## config.mk

```make
export PLATFORM = sky130hd
export DESIGN_NAME = multilevel_sjf_srtn_scheduler
export DESIGN_NICKNAME = d
export VERILOG_FILES = /design/src/mss_pkg.sv /design/src/mss_cell.sv /design/src/multilevel_sjf_srtn_scheduler.sv
export VERILOG_INCLUDE_DIRS = /design/src /design/src/src
export SDC_FILE = /design/constraint.sdc
export NUM_CORES = 2
export LEC_CHECK = 0
export BUFFER_PORTS_ARGS = -buffer_cell sky130_fd_sc_hd__buf_2
export CAP_MARGIN = 10
export CORE_MARGIN = 1
export CORE_UTILIZATION = 50
export CTS_CLUSTER_DIAMETER = 100
export CTS_CLUSTER_SIZE = 40
export DETAILED_ROUTE_END_ITERATION = 7
export GPL_TIMING_DRIVEN = 0
export PLACE_DENSITY = 0.66
export RECOVER_POWER = 25
export SYNTH_ARGS = -nofsm -noshare
export SYNTH_HDL_FRONTEND = slang
export SYNTH_SLANG_ARGS = --single-unit
```

## constraint.sdc

```tcl
create_clock -name clk -period 10.1 [get_ports clk]
set_input_delay 2.525 -clock clk [delete_from_list [all_inputs] [get_ports clk]]
set_output_delay 2.525 -clock clk [all_outputs]
set_load 0.005 [all_outputs]
```

## src/multilevel_sjf_srtn_scheduler_defines.svh

```systemverilog
// ----------------------------------------------------------------------------
// Scheduler assertion macros
// Concurrent assertion helpers for the multilevel scheduler; empty in synthesis.
// ----------------------------------------------------------------------------
`ifndef MULTILEVEL_SJF_SRTN_SCHEDULER_DEFINES_SVH
`define MULTILEVEL_SJF_SRTN_SCHEDULER_DEFINES_SVH
`ifndef SYNTHESIS
// Condition a implies condition b in the same cycle.
`define MSS_ASSERT_SAME(label, clk, rst_n, a, b, msg) \
    label: assert property (@(posedge clk) disable iff (!rst_n) (a) |-> (b)) else $error(msg);
// Condition a implies condition b in the following cycle.
`define MSS_ASSERT_NEXT(label, clk, rst_n, a, b, msg) \
    label: assert property (@(posedge clk) disable iff (!rst_n) (a) |=> (b)) else $error(msg);
`else
`define MSS_ASSERT_SAME(label, clk, rst_n, a, b, msg)
`define MSS_ASSERT_NEXT(label, clk, rst_n, a, b, msg)
`endif
`endif

```

## src/mss_pkg.sv

```systemverilog
// ----------------------------------------------------------------------------
// Scheduler package
// Codes, register indexes and the scan token shared by the scheduler modules.
// ----------------------------------------------------------------------------
`default_nettype none
package mss_pkg;

    // Item operations.
    localparam logic OP_ADD  = 1'b0;
    localparam logic OP_TICK = 1'b1;

    // Result status codes.
    localparam logic [1:0] ST_OK   = 2'd0;
    localparam logic [1:0] ST_FULL = 2'd1;
    localparam logic [1:0] ST_IDLE = 2'd2;

    // Configuration register indexes.
    localparam logic [2:0] CFG_QUEUE_COUNT = 3'd0;
    localparam logic [2:0] CFG_SLICE0      = 3'd1;
    localparam logic [2:0] CFG_SLICE1      = 3'd2;
    localparam logic [2:0] CFG_SLICE2      = 3'd3;
    localparam logic [2:0] CFG_POLICY      = 3'd4;

    // Slot numbers carried on the chain are wide enough for the largest table.
    localparam int SLOT_IDX_W = 6;

    // Best candidate so far, handed from cell to cell during a scan.
    typedef struct packed {
        logic                  valid;
        logic                  found;
        logic                  forced;
        logic [15:0]           remaining;
        logic [SLOT_IDX_W-1:0] slot;
        logic [7:0]            id;
        logic [15:0]           arrival;
        logic [15:0]           burst;
    } token_t;

endpackage
`default_nettype wire

```

## src/mss_cell.sv

```systemverilog
// ----------------------------------------------------------------------------
// Scheduler table cell
// Holds one process slot and merges its own entry into the passing scan token.
// ----------------------------------------------------------------------------
`default_nettype none
module mss_cell
    import mss_pkg::*;
#(
    parameter int TIME_BITS = 16
)
(
    input  wire logic                  clk,
    input  wire logic                  rst_n,
    input  wire logic [SLOT_IDX_W-1:0] slot_index,
    input  wire logic                  wr_en,
    input  wire logic [SLOT_IDX_W-1:0] wr_slot,
    input  wire logic [7:0]            wr_id,
    input  wire logic [15:0]           wr_arrival,
    input  wire logic [15:0]           wr_burst,
    input  wire logic [1:0]            wr_queue,
    input  wire logic                  dec_en,
    input  wire logic [SLOT_IDX_W-1:0] dec_slot,
    input  wire logic                  force_en,
    input  wire logic [SLOT_IDX_W-1:0] force_slot,
    input  wire logic [1:0]            serve_queue,
    input  wire logic [TIME_BITS-1:0]  ticks,
    input  wire token_t                tok_in,
    output token_t                     tok_out
);

    localparam int CMP_W = (TIME_BITS > 16) ? TIME_BITS : 16;

    logic        valid_reg;
    logic [7:0]  id_reg;
    logic [15:0] arrival_reg;
    logic [15:0] burst_reg;
    logic [15:0] remaining_reg;
    logic [1:0]  queue_reg;
    token_t      tok_reg;
    token_t      tok_next;
    logic        ready;
    logic        forced;
    logic        take;

    // A ready job belongs to the served queue, has arrived and still has work.
    assign ready = valid_reg && (queue_reg == serve_queue) &&
                   (CMP_W'(arrival_reg) <= CMP_W'(ticks)) && (remaining_reg != 16'd0);
    assign forced = force_en && (force_slot == slot_index);

    // A held job that is ready always wins; otherwise strictly shorter wins, so ties stay early.
    assign take = ready && (!tok_in.found || forced ||
                            (!tok_in.forced && (remaining_reg < tok_in.remaining)));

    always_comb
    begin
        tok_next = tok_in;
        if (tok_in.valid && take)
        begin
            tok_next.found     = 1'b1;
            tok_next.forced    = forced;
            tok_next.remaining = remaining_reg;
            tok_next.slot      = slot_index;
            tok_next.id        = id_reg;
            tok_next.arrival   = arrival_reg;
            tok_next.burst     = burst_reg;
        end
    end

    // Token stage toward the next cell.
    always_ff @(posedge clk or negedge rst_n)
    begin
        if (!rst_n)
        begin
            tok_reg <= '0;
        end
        else
        begin
            tok_reg <= tok_next;
        end
    end

    assign tok_out = tok_reg;

    // Slot occupancy.
    always_ff @(posedge clk or negedge rst_n)
    begin
        if (!rst_n)
        begin
            valid_reg <= 1'b0;
        end
        else if (wr_en && (wr_slot == slot_index))
        begin
            valid_reg <= 1'b1;
        end
    end

    // Slot contents; the remaining time counts down as the job runs.
    always_ff @(posedge clk)
    begin
        if (wr_en && (wr_slot == slot_index))
        begin
            id_reg        <= wr_id;
            arrival_reg   <= wr_arrival;
            burst_reg     <= wr_burst;
            remaining_reg <= wr_burst;
            queue_reg     <= wr_queue;
        end
        else if (dec_en && (dec_slot == slot_index))
        begin
            remaining_reg <= remaining_reg - 16'd1;
        end
    end

endmodule
`default_nettype wire

```

## src/multilevel_sjf_srtn_scheduler.sv

```systemverilog
// ----------------------------------------------------------------------------
// Multilevel SJF/SRTN scheduler
// Process table in a chain of cells with a tick sequencer and queue rotation.
// ----------------------------------------------------------------------------
// An add transaction strobes its result on done in the cycle after acceptance.
// A tick transaction scans the cell chain once for each queue tried, and in
// each scan the candidate token walks the cells one per cycle; the number of
// queues tried runs from 1 to the number of queues in use. Every result is
// shown for exactly one cycle on done and must be taken then; busy stays high
// while a tick is being worked on.
`default_nettype none
`include "multilevel_sjf_srtn_scheduler_defines.svh"
module multilevel_sjf_srtn_scheduler
    import mss_pkg::*;
#(
    parameter int PROC_SLOTS  = 16,
    parameter int QUEUE_SLOTS = 3,
    parameter int TIME_BITS   = 16
)
(
    input  wire logic        clk,
    input  wire logic        rst_n,
    input  wire logic        start,
    output logic             busy,
    input  wire logic        operation,
    input  wire logic [7:0]  process_id,
    input  wire logic [15:0] arrival_time,
    input  wire logic [15:0] burst_time,
    input  wire logic [1:0]  queue_index,
    output logic             done,
    output logic [1:0]       status,
    output logic             running_valid,
    output logic [7:0]       running_id,
    output logic [1:0]       running_queue,
    output logic             finished,
    output logic [15:0]      completion_time,
    output logic [15:0]      turnaround_time,
    output logic [15:0]      waiting_time,
    output logic [15:0]      time_now,
    input  wire logic        cfg_valid,
    output logic             cfg_ready,
    input  wire logic [2:0]  cfg_index,
    input  wire logic [15:0] cfg_data
);

    localparam int IDX_W = (PROC_SLOTS > 1) ? $clog2(PROC_SLOTS) : 1;
    localparam int CNT_W = $clog2(PROC_SLOTS + 1);
    localparam int CMP_W = (TIME_BITS > 16) ? TIME_BITS : 16;
    localparam logic [TIME_BITS-1:0] TIME_MAX = {TIME_BITS{1'b1}};
    localparam logic [1:0] QMAX = 2'(QUEUE_SLOTS);

    localparam logic [1:0] S_IDLE   = 2'd0;
    localparam logic [1:0] S_LAUNCH = 2'd1;
    localparam logic [1:0] S_SCAN   = 2'd2;

    logic [1:0]           state_reg, state_next;
    logic [1:0]           qcount_reg;
    logic [15:0]          slice_reg [3];
    logic [2:0]           policy_reg;
    logic [CNT_W-1:0]     used_reg, used_next;
    logic [TIME_BITS-1:0] ticks_reg, ticks_next;
    logic [1:0]           serving_reg, serving_next;
    logic [15:0]          spent_reg, spent_next;
    logic [IDX_W-1:0]     held_reg, held_next;
    logic                 held_valid_reg, held_valid_next;
    logic [1:0]           tries_reg, tries_next;

    logic                 done_reg, done_next;
    logic [1:0]           status_reg, status_next;
    logic                 run_reg, run_next;
    logic [7:0]           run_id_reg, run_id_next;
    logic [1:0]           run_q_reg, run_q_next;
    logic                 fin_reg, fin_next;
    logic [15:0]          comp_reg, comp_next;
    logic [15:0]          turn_reg, turn_next;
    logic [15:0]          wait_reg, wait_next;

    token_t               chain [PROC_SLOTS+1];
    token_t               last;
    logic                 accept;
    logic                 wr_en;
    logic                 dec_en;
    logic                 force_en;
    logic [1:0]           nq;
    logic [1:0]           q_after;
    logic [15:0]          slice_cur;
    logic [TIME_BITS-1:0] ticks_inc;
    logic [CMP_W-1:0]     done_ext;
    logic [CMP_W-1:0]     arr_ext;
    logic [CMP_W-1:0]     burst_ext;
    logic [CMP_W-1:0]     turn_ext;
    logic [CMP_W-1:0]     wait_ext;
    logic [CMP_W-1:0]     now_ext;

    assign accept    = start && !busy;
    assign busy      = (state_reg != S_IDLE);
    assign cfg_ready = 1'b1;
    assign last      = chain[PROC_SLOTS];

    // Queues in use: zero counts as one, anything above the build limit is cut.
    always_comb
    begin
        nq = (qcount_reg == 2'd0) ? 2'd1 : qcount_reg;
        if (nq > QMAX)
        begin
            nq = QMAX;
        end
    end

    assign q_after   = (serving_reg + 2'd1 >= nq) ? 2'd0 : serving_reg + 2'd1;
    assign slice_cur = (slice_reg[serving_reg] == 16'd0) ? 16'd1 : slice_reg[serving_reg];
    assign ticks_inc = (ticks_reg == TIME_MAX) ? ticks_reg : ticks_reg + 1'b1;
    assign force_en  = held_valid_reg && !policy_reg[serving_reg];

    // Completion statistics for the picked job, floored at zero.
    assign done_ext  = CMP_W'(ticks_inc);
    assign arr_ext   = CMP_W'(last.arrival);
    assign burst_ext = CMP_W'(last.burst);
    assign turn_ext  = (done_ext >= arr_ext) ? done_ext - arr_ext : '0;
    assign wait_ext  = (turn_ext >= burst_ext) ? turn_ext - burst_ext : '0;
    assign now_ext   = CMP_W'(ticks_reg);

    // Scan token injected at the head of the chain.
    always_comb
    begin
        chain[0]       = '0;
        chain[0].valid = (state_reg == S_LAUNCH);
    end

    assign wr_en  = accept && (operation == OP_ADD) && (used_reg < CNT_W'(PROC_SLOTS));
    assign dec_en = (state_reg == S_SCAN) && last.valid && last.found;

    // Row of table cells.
    for (genvar i = 0; i < PROC_SLOTS; i++)
    begin : g_cell
        mss_cell #(
            .TIME_BITS (TIME_BITS)
        ) u_cell (
            .clk         (clk),
            .rst_n       (rst_n),
            .slot_index  (SLOT_IDX_W'(i)),
            .wr_en       (wr_en),
            .wr_slot     (SLOT_IDX_W'(used_reg)),
            .wr_id       (process_id),
            .wr_arrival  (arrival_time),
            .wr_burst    (burst_time),
            .wr_queue    (queue_index),
            .dec_en      (dec_en),
            .dec_slot    (last.slot),
            .force_en    (force_en),
            .force_slot  (SLOT_IDX_W'(held_reg)),
            .serve_queue (serving_reg),
            .ticks       (ticks_reg),
            .tok_in      (chain[i]),
            .tok_out     (chain[i+1])
        );
    end

    // Sequencer for add and tick transactions.
    always_comb
    begin
        state_next      = state_reg;
        used_next       = used_reg;
        ticks_next      = ticks_reg;
        serving_next    = serving_reg;
        spent_next      = spent_reg;
        held_next       = held_reg;
        held_valid_next = held_valid_reg;
        tries_next      = tries_reg;
        done_next       = 1'b0;
        status_next     = ST_OK;
        run_next        = 1'b0;
        run_id_next     = 8'd0;
        run_q_next      = 2'd0;
        fin_next        = 1'b0;
        comp_next       = 16'd0;
        turn_next       = 16'd0;
        wait_next       = 16'd0;
        unique case (state_reg)
            S_IDLE:
            begin
                if (accept)
                begin
                    if (operation == OP_ADD)
                    begin
                        done_next = 1'b1;
                        if (wr_en)
                        begin
                            used_next = used_reg + 1'b1;
                        end
                        else
                        begin
                            status_next = ST_FULL;
                        end
                    end
                    else
                    begin
                        tries_next = 2'd0;
                        if (serving_reg >= nq)
                        begin
                            serving_next    = 2'd0;
                            spent_next      = 16'd0;
                            held_valid_next = 1'b0;
                        end
                        state_next = S_LAUNCH;
                    end
                end
            end
            S_LAUNCH:
            begin
                state_next = S_SCAN;
            end
            S_SCAN:
            begin
                if (last.valid)
                begin
                    if (last.found)
                    begin
                        // Run the picked job for one tick.
                        done_next       = 1'b1;
                        run_next        = 1'b1;
                        run_id_next     = last.id;
                        run_q_next      = serving_reg;
                        ticks_next      = ticks_inc;
                        held_next       = last.slot[IDX_W-1:0];
                        held_valid_next = 1'b1;
                        spent_next      = spent_reg + 16'd1;
                        if (last.remaining == 16'd1)
                        begin
                            fin_next        = 1'b1;
                            comp_next       = done_ext[15:0];
                            turn_next       = turn_ext[15:0];
                            wait_next       = wait_ext[15:0];
                            held_valid_next = 1'b0;
                        end
                        if (spent_reg + 16'd1 >= slice_cur)
                        begin
                            serving_next    = q_after;
                            spent_next      = 16'd0;
                            held_valid_next = 1'b0;
                        end
                        state_next = S_IDLE;
                    end
                    else
                    begin
                        // Nothing ready here: rotate to the next queue.
                        serving_next    = q_after;
                        spent_next      = 16'd0;
                        held_valid_next = 1'b0;
                        tries_next      = tries_reg + 2'd1;
                        if (tries_reg + 2'd1 >= nq)
                        begin
                            done_next   = 1'b1;
                            status_next = ST_IDLE;
                            ticks_next  = ticks_inc;
                            state_next  = S_IDLE;
                        end
                        else
                        begin
                            state_next = S_LAUNCH;
                        end
                    end
                end
            end
            default:
            begin
                state_next = S_IDLE;
            end
        endcase
    end

    // Control and result registers.
    always_ff @(posedge clk or negedge rst_n)
    begin
        if (!rst_n)
        begin
            state_reg      <= S_IDLE;
            used_reg       <= '0;
            ticks_reg      <= '0;
            serving_reg    <= 2'd0;
            spent_reg      <= 16'd0;
            held_reg       <= '0;
            held_valid_reg <= 1'b0;
            tries_reg      <= 2'd0;
            done_reg       <= 1'b0;
            status_reg     <= ST_OK;
            run_reg        <= 1'b0;
            run_id_reg     <= 8'd0;
            run_q_reg      <= 2'd0;
            fin_reg        <= 1'b0;
            comp_reg       <= 16'd0;
            turn_reg       <= 16'd0;
            wait_reg       <= 16'd0;
        end
        else
        begin
            state_reg      <= state_next;
            used_reg       <= used_next;
            ticks_reg      <= ticks_next;
            serving_reg    <= serving_next;
            spent_reg      <= spent_next;
            held_reg       <= held_next;
            held_valid_reg <= held_valid_next;
            tries_reg      <= tries_next;
            done_reg       <= done_next;
            status_reg     <= status_next;
            run_reg        <= run_next;
            run_id_reg     <= run_id_next;
            run_q_reg      <= run_q_next;
            fin_reg        <= fin_next;
            comp_reg       <= comp_next;
            turn_reg       <= turn_next;
            wait_reg       <= wait_next;
        end
    end

    // Configuration registers.
    always_ff @(posedge clk or negedge rst_n)
    begin
        if (!rst_n)
        begin
            qcount_reg   <= 2'd1;
            slice_reg[0] <= 16'd4;
            slice_reg[1] <= 16'd4;
            slice_reg[2] <= 16'd4;
            policy_reg   <= 3'd0;
        end
        else if (cfg_valid && cfg_ready)
        begin
            unique case (cfg_index)
                CFG_QUEUE_COUNT: qcount_reg   <= cfg_data[1:0];
                CFG_SLICE0:      slice_reg[0] <= cfg_data;
                CFG_SLICE1:      slice_reg[1] <= cfg_data;
                CFG_SLICE2:      slice_reg[2] <= cfg_data;
                CFG_POLICY:      policy_reg   <= cfg_data[2:0];
                default:         ;
            endcase
        end
    end

    assign done            = done_reg;
    assign status          = status_reg;
    assign running_valid   = run_reg;
    assign running_id      = run_id_reg;
    assign running_queue   = run_q_reg;
    assign finished        = fin_reg;
    assign completion_time = comp_reg;
    assign turnaround_time = turn_reg;
    assign waiting_time    = wait_reg;
    assign time_now        = now_ext[15:0];

    // Checks on the sequencer and table.
    `MSS_ASSERT_SAME(a_idle_no_run, clk, rst_n, done && (status == ST_IDLE), !running_valid, "idle tick reported a running job")
    `MSS_ASSERT_SAME(a_finish_runs, clk, rst_n, finished, running_valid && done, "finish without a running job")
    `MSS_ASSERT_NEXT(a_tick_busy, clk, rst_n, accept && (operation == OP_TICK), busy && !done, "tick did not start a scan")
    `MSS_ASSERT_SAME(a_used_bound, clk, rst_n, 1'b1, used_reg <= CNT_W'(PROC_SLOTS), "table count overflow")

endmodule
`default_nettype wire
```

After elaboration in Yosys (flattened, before gate mapping). Index checks and enable logic that the tools add are counted. W data, S select, Z words.

Register bits: 2147. Input bits: 66. Output and inout bits: 81. Logic and storage cells: 783.

$add $sub $neg: 23. Magnitude comparators: 41. Equality and inequality tests: 75. Multiplexer cells: 133. Bitwise gates (word level): 2. Reductions and logical operators: 264.

Operators by type and width (count): $mux W64 (16); $mux W16 (58); $le A16 B16 Y1 (16); $reduce_bool A16 Y1 (16); $sub A16 B1 Y16 const B (16); $lt A16 B16 Y1 (15); $logic_and A1 B1 Y1 (148); $eq A6 B4 Y1 const B (8); $ge A16 B16 Y1 (3); $mux W2 (22); $eq A5 B4 Y1 const B (8); $reduce_bool A2 Y1 (19); $add A16 B1 Y16 const B (2); $bmux W16 S2 (1); $eq A2 B2 Y1 (16); $eq A4 B4 Y1 const B (8); $logic_not A1 Y1 (32); $pmux W16 S2 (1); $sub A16 B16 Y16 (2); $logic_or A1 B1 Y1 (30); $mux W1 (25); $eq A6 B3 Y1 const B (4); $mux W8 (3); $eq A5 B3 Y1 const B (4); other kinds (39) (65).

Depth between registers and ports, before layout.
Depth after elaboration: 11. Depth in mapped cells: 24. Mapped depth without buffers: 22.

Hierarchy. Synthesis repeated with hierarchy kept, for this count alone.

Cell total of the unflattened synthesis: 7507. Area total of the unflattened synthesis: 103529.3 µm².

Modules (own cells, without submodules): mss_cell at g_cell[0].u_cell ... (times used 13, cells an instance 409, area an instance 5879.4 µm²); mss_cell at g_cell[7].u_cell ... (times used 3, cells an instance 412, area an instance 5874.4 µm²); multilevel_sjf_srtn_scheduler (times used 1, cells an instance 954, area an instance 9474.1 µm²).

Worst setup path before layout. No wires, ideal clock.

Path kind: in2reg. From: in operation. To: reg g_cell[12].u_cell.remaining_reg[12] (data pin). Setup time: 0.329 ns. Arrival: 5.600 ns. Setup slack: 4.170 ns. Cell stages on the path: 7. Cells stage by stage: or4b_2 clkbuf_1 nor2_1 nand4_1 inv_1 clkbuf_1 o21ai_0.

Cells in the longest elaborated chain, start to end: 5.

RTL lines: from (decl) (line multilevel_sjf_srtn_scheduler.sv:25) `input wire logic operation,`; $not A1 Y1 (no source line); $logic_and A1 B1 Y1 (2 in a row) (line multilevel_sjf_srtn_scheduler.sv:130) `assign wr_en = accept && (operation == OP_ADD) && (used_reg < CNT_W'(PROC_SLOTS));`; $logic_and A1 B1 Y1 (line mss_cell.sv:100) `if (wr_en && (wr_slot == slot_index))`; $mux W16 (line mss_cell.sv:100); to (signal assigned) (line mss_cell.sv:105) `remaining_reg <= wr_burst;`; to (signal assigned) (line mss_cell.sv:110) `remaining_reg <= remaining_reg - 16'd1;`; to (decl) (line mss_cell.sv:37) `logic [15:0] remaining_reg;`.

No other way between the ends. A chain may end at the register's enable or synchronous reset.

Final worst setup path.
From: reg ticks_reg[3] (netlist: time_now[3]). To: reg wait_reg[15] (netlist: waiting_time[15]).

Cells in the longest elaborated chain, start to end: 10. Elaborated cells on any way between the ends: 13. Classes of those cells: add/sub: 3; order compare: 2; eq/ne: 1; mux: 7.

RTL lines: from (decl) (line multilevel_sjf_srtn_scheduler.sv:61) `logic [TIME_BITS-1:0] ticks_reg, ticks_next;`; from (signal assigned) (line multilevel_sjf_srtn_scheduler.sv:299) `ticks_reg <= ticks_next;`; $add A16 B1 Y16 or $eq A16 B16 Y1 (tied branches) (line multilevel_sjf_srtn_scheduler.sv:112) `assign ticks_inc = (ticks_reg == TIME_MAX) ? ticks_reg : ticks_reg + 1'b1;`; $mux W16 * (line multilevel_sjf_srtn_scheduler.sv:112); named net done_ext[3] (line multilevel_sjf_srtn_scheduler.sv:88) `logic [CMP_W-1:0] done_ext;`; $sub A16 B16 Y16 or $ge A16 B16 Y1 (tied branches) (line multilevel_sjf_srtn_scheduler.sv:119) `assign turn_ext = (done_ext >= arr_ext) ? done_ext - arr_ext : '0;`; $mux W16 * (line multilevel_sjf_srtn_scheduler.sv:119); $sub A16 B16 Y16 or $ge A16 B16 Y1 (tied branches) (line multilevel_sjf_srtn_scheduler.sv:120) `assign wait_ext = (turn_ext >= burst_ext) ? turn_ext - burst_ext : '0;`; $mux W16 * (line multilevel_sjf_srtn_scheduler.sv:120); $mux W16 * (line multilevel_sjf_srtn_scheduler.sv:228) `if (last.remaining == 16'd1)`; $mux W16 * (line multilevel_sjf_srtn_scheduler.sv:217) `if (last.found)`; $mux W16 * (line multilevel_sjf_srtn_scheduler.sv:215) `if (last.valid)`; $mux W16 * (line multilevel_sjf_srtn_scheduler.sv:179) `unique case (state_reg)`; named net wait_next[15] (line multilevel_sjf_srtn_scheduler.sv:76) `logic [15:0] wait_reg, wait_next;`; to (signal assigned) (line multilevel_sjf_srtn_scheduler.sv:313) `wait_reg <= wait_next;`; to (decl) (line multilevel_sjf_srtn_scheduler.sv:76).

Mark *: on every way through the listed nets, which the timed path passes. The rest lies on a longest branch.

==> results.json <==
{
  "ant_nets": 0,
  "die_x_um": 431,
  "p_per_area_mw_per_mm2": 152,
  "drt_iter0_drc": 3737,
  "drive_gt1_share_pct": 16.5,
  "synth_enable_flop_cells": 928,
  "first_global_vias": 54219,
  "start_kind": "register",
  "yosysMostFrequentCell": "dfrtp_1",
  "placed_area_mm2": 0.0964,
  "final_nets": 7662,
  "utilization_pct": 53.9,
  "final_cell_area_mm2": 0.0987,
  "fmax_mhz": 136,
  "synth_simple_gate_area_share_pct": 7.85,
  "clk_pin_slew_ns": 0.13,
  "violations": "max-capacitance violations, max-slew violations",
  "die_h_um": 431,
  "cts_setup_buffers": 0,
  "netlist_area_mm2": 0.0921,
  "p_leak_nw": 43.8,
  "regArea_mm2": 0.0572,
  "io-pin-count": 147,
  "timing.rr.start": "time_now[3]$_DFFE_PN0P_",
  "hp-start": "g_cell[1].u_cell.tok_out[64]$_DFF_PN0_",
  "ys_warn_count": 0,
  "synth_top_area_share_pct": 31.7,
  "setup_viol_count_final": 0,
  "clock_sinks": 2100,
  "clk_path_buf_depth": 3,
  "largest_reg_flops": 992,
  "drc": 0,
  "hold_violations": 0,
  "crit_required_ns": 10.70,
  "holdBufCountCts": 0,
  "peakVddDrop_mv": 0.127,
  "synth_fa_ha_area_share_pct": 7.63,
  "place_ws_ns": 2.29,
  "grt_antenna_before_repair": 7,
  "grt_max_degree": 159,
  "routed_wl_um": 204000,
  "die_area_mm2": 0.186,
  "rsz0062_at_grt": "false",
  "async_reset_ff_share_pct": 55.8,
  "syn_area_per_cell_um2": 13.6,
  "relSlewSlack_pct": -164,
  "tightest_slew_ns": 3.96,
  "start_util_pct": 50.3,
  "synth_commonest_cells": "1168 x dfrtp_1, 928 x edfxtp_1, 789 x mux2_2",
  "coreArea_mm2": 0.183,
  "globalRouteTotalUtil_pct": 22.1,
  "avgRoutedWirePerCell_um": 21.3,
  "synth_top_family_by_area": "multiplexers",
  "synth_area_leader_cell": "dfrtp_1",
  "hp-class": "register to register",
  "synthesis.nets": 7416,
  "drv_cap": 3,
  "fin_hold_ws_ns": 0.385,
  "syn_inst": 6790,
  "numCtsBuffers": 71,
  "htree_levels": 3,
  "vias": 52178,
  "period_minus_slack_ns": 7.37,
  "crit_type": "register to register",
  "muxShareOfSynthArea_pct": 11.2,
  "via_per_inst": 5.46,
  "gp_congestion": 0.908,
  "finalMaxSlewViolations": 454,
  "worst_slack_ns": 2.73,
  "startpoint": "time_now[3]$_DFFE_PN0P_",
  "fin_crit_sh_pct": 73.0,
  "grt_pass1_wl_um": 318000,
  "synth_compound_area_share_pct": 5.84,
  "cp_max_fo": 10,
  "grt_remaining_overflow": 0,
  "multi_input_area_mm2": 0.0325,
  "rows": 157,
  "cts_tree": "yes",
  "ys_seq_elements": 2100,
  "crit_path_end_kind": "register",
  "synth_seq_area_share_pct": 62.1,
  "drt-pass1-iter-count": 5,
  "synthXorXnorAreaFrac_pct": 2.74,
  "final.fill_count": 15121,
  "dpl.hpwl_um": 154000,
  "worstPathArrival_ns": 7.98,
  "setup_tns_ns": 0,
  "cts_resized": 0,
  "areaGrowthSynthToFinish_pct": 7.25,
  "outcome": "finished, violations left",
  "clock_latency_ns": 0.75,
  "ys_top_cells_by_area": "dfrtp_1 32%, edfxtp_1 30%, mux2_2 9.7%",
  "root_buffer": "clkbuf_16",
  "ys.flop_type": "dfrtp_1",
  "finalClockSkew_ns": 0.0631,
  "numPortBuffers": 145,
  "synthDistinctLibCells": 86
}
==> final timing paths <==
check                      slack [ns]                                endpoint  cells after the start
setup / recovery                 2.73              waiting_time[15]$_DFF_PN0_                     23
hold / removal                   0.38  g_cell[2].u_cell.tok_out[64]$_DFF_PN0_                      0
setup reg to reg                 2.73              waiting_time[15]$_DFF_PN0_                     23
hold reg to reg                  0.38  g_cell[2].u_cell.tok_out[64]$_DFF_PN0_                      0
max in group asynchronous        3.69  g_cell[3].u_cell.tok_out[48]$_DFF_PN0_                      4
min in group asynchronous        1.76            completion_time[8]$_DFF_PN0_                      1
==> routing by layer <==
metal / vias to the layer above / GRT usage, % / part of all wire [%]
li1: 24788 / - / -
met1: 26203 / 30.8 / 46
met2: 914 / 36.5 / 48
met3: 269 / 2.35 / 3.3
met4: 4 / 6.95 / 3.3
met5: - / 0 / 0.012
==> critical path: stages (launching register included) <==
cell      delay [ns]
dfrtp_1         0.55
and4_1          0.24
clkbuf_1        0.20
nand3_1         0.16
nor3_1          0.79
nor2_1          0.29
nand2_1         0.16
xnor2_1         0.20
ha_1            0.35
o21a_1          0.19
o31a_1          0.13
o31ai_1         0.30
a211oi_1        0.12
a211oi_1        0.72
clkbuf_1        0.39
nor2_1          0.13
ha_1            0.29
clkbuf_1        0.18
a21o_1          0.23
o41ai_1         0.32
o31ai_1         0.22
o221ai_1        0.58
clkbuf_1        0.42
o22ai_1         0.13
==> report_power, final <==
| group | switching, mW | internal [mW] |
|---|---|---|
| combinational | 1.15 | 0.644 |
| clock | 2.65 | 1.53 |
| sequential | 0.0580 | 8.98 |
==> logic make-up after synthesis <==
kind of cell | after synthesis
XOR/XNOR | 288
multiplexers | 920
AO/OA/AOI/OAI | 881
adder cells (fa/ha/maj) | 560
AND/OR/NAND/NOR | 1451
flip-flops | 2100
other | 1
buffers and inverters | 589
==> area by class of cell <==
cell class / count / area share, %
clock inverter: 32 / 0.484
inverter: 374 / 1.42
clock buffer: 98 / 2.02
sequential: 2100 / 57.9
antenna: 3 / 0.00760
tap: 2464 / 3.12
timing repair buffer: 173 / 1.10
buffer: 215 / 0.995
multi-input combinational: 4101 / 32.9
==> stage by stage <==
step | total power, mW | std cells
2_1_floorplan | 10.3 | 6790
3_3_place_gp | 10.9 | 9399
3_5_place_dp | 11.0 | 9426
4_1_cts | 15.1 | 9556
5_1_grt | 15.6 | 9559
6_report | 15.0 | 9560
==> cells in the final DEF (no fill, tap or decap), types with 76 or more instances in the layout <==
| cell type | netlist | layout |
|---|---|---|
| dfrtp_1 | 1168 | 1168 |
| edfxtp_1 | 928 | 928 |
| mux2_2 | 789 | 788 |
| ha_1 | 558 | 558 |
| nor2_1 | 478 | 478 |
| a21oi_1 | 387 | 387 |
| inv_1 | 374 | 359 |
| nand2_1 | 237 | 237 |
| xnor2_1 | 196 | 196 |
| clkbuf_1 | 117 | 182 |
| buf_2 | 40 | 143 |
| o21ai_0 | 157 | 141 |
| nor3_1 | 96 | 96 |
| xor2_1 | 92 | 92 |
| nand2b_1 | 90 | 90 |
| nand3_1 | 89 | 89 |
| mux2_1 | 87 | 88 |
| and2_1 | 96 | 79 |
| nand4_1 | 78 | 78 |
| clkbuf_16 | 0 | 76 |
(Power assumes the default switching activity.)
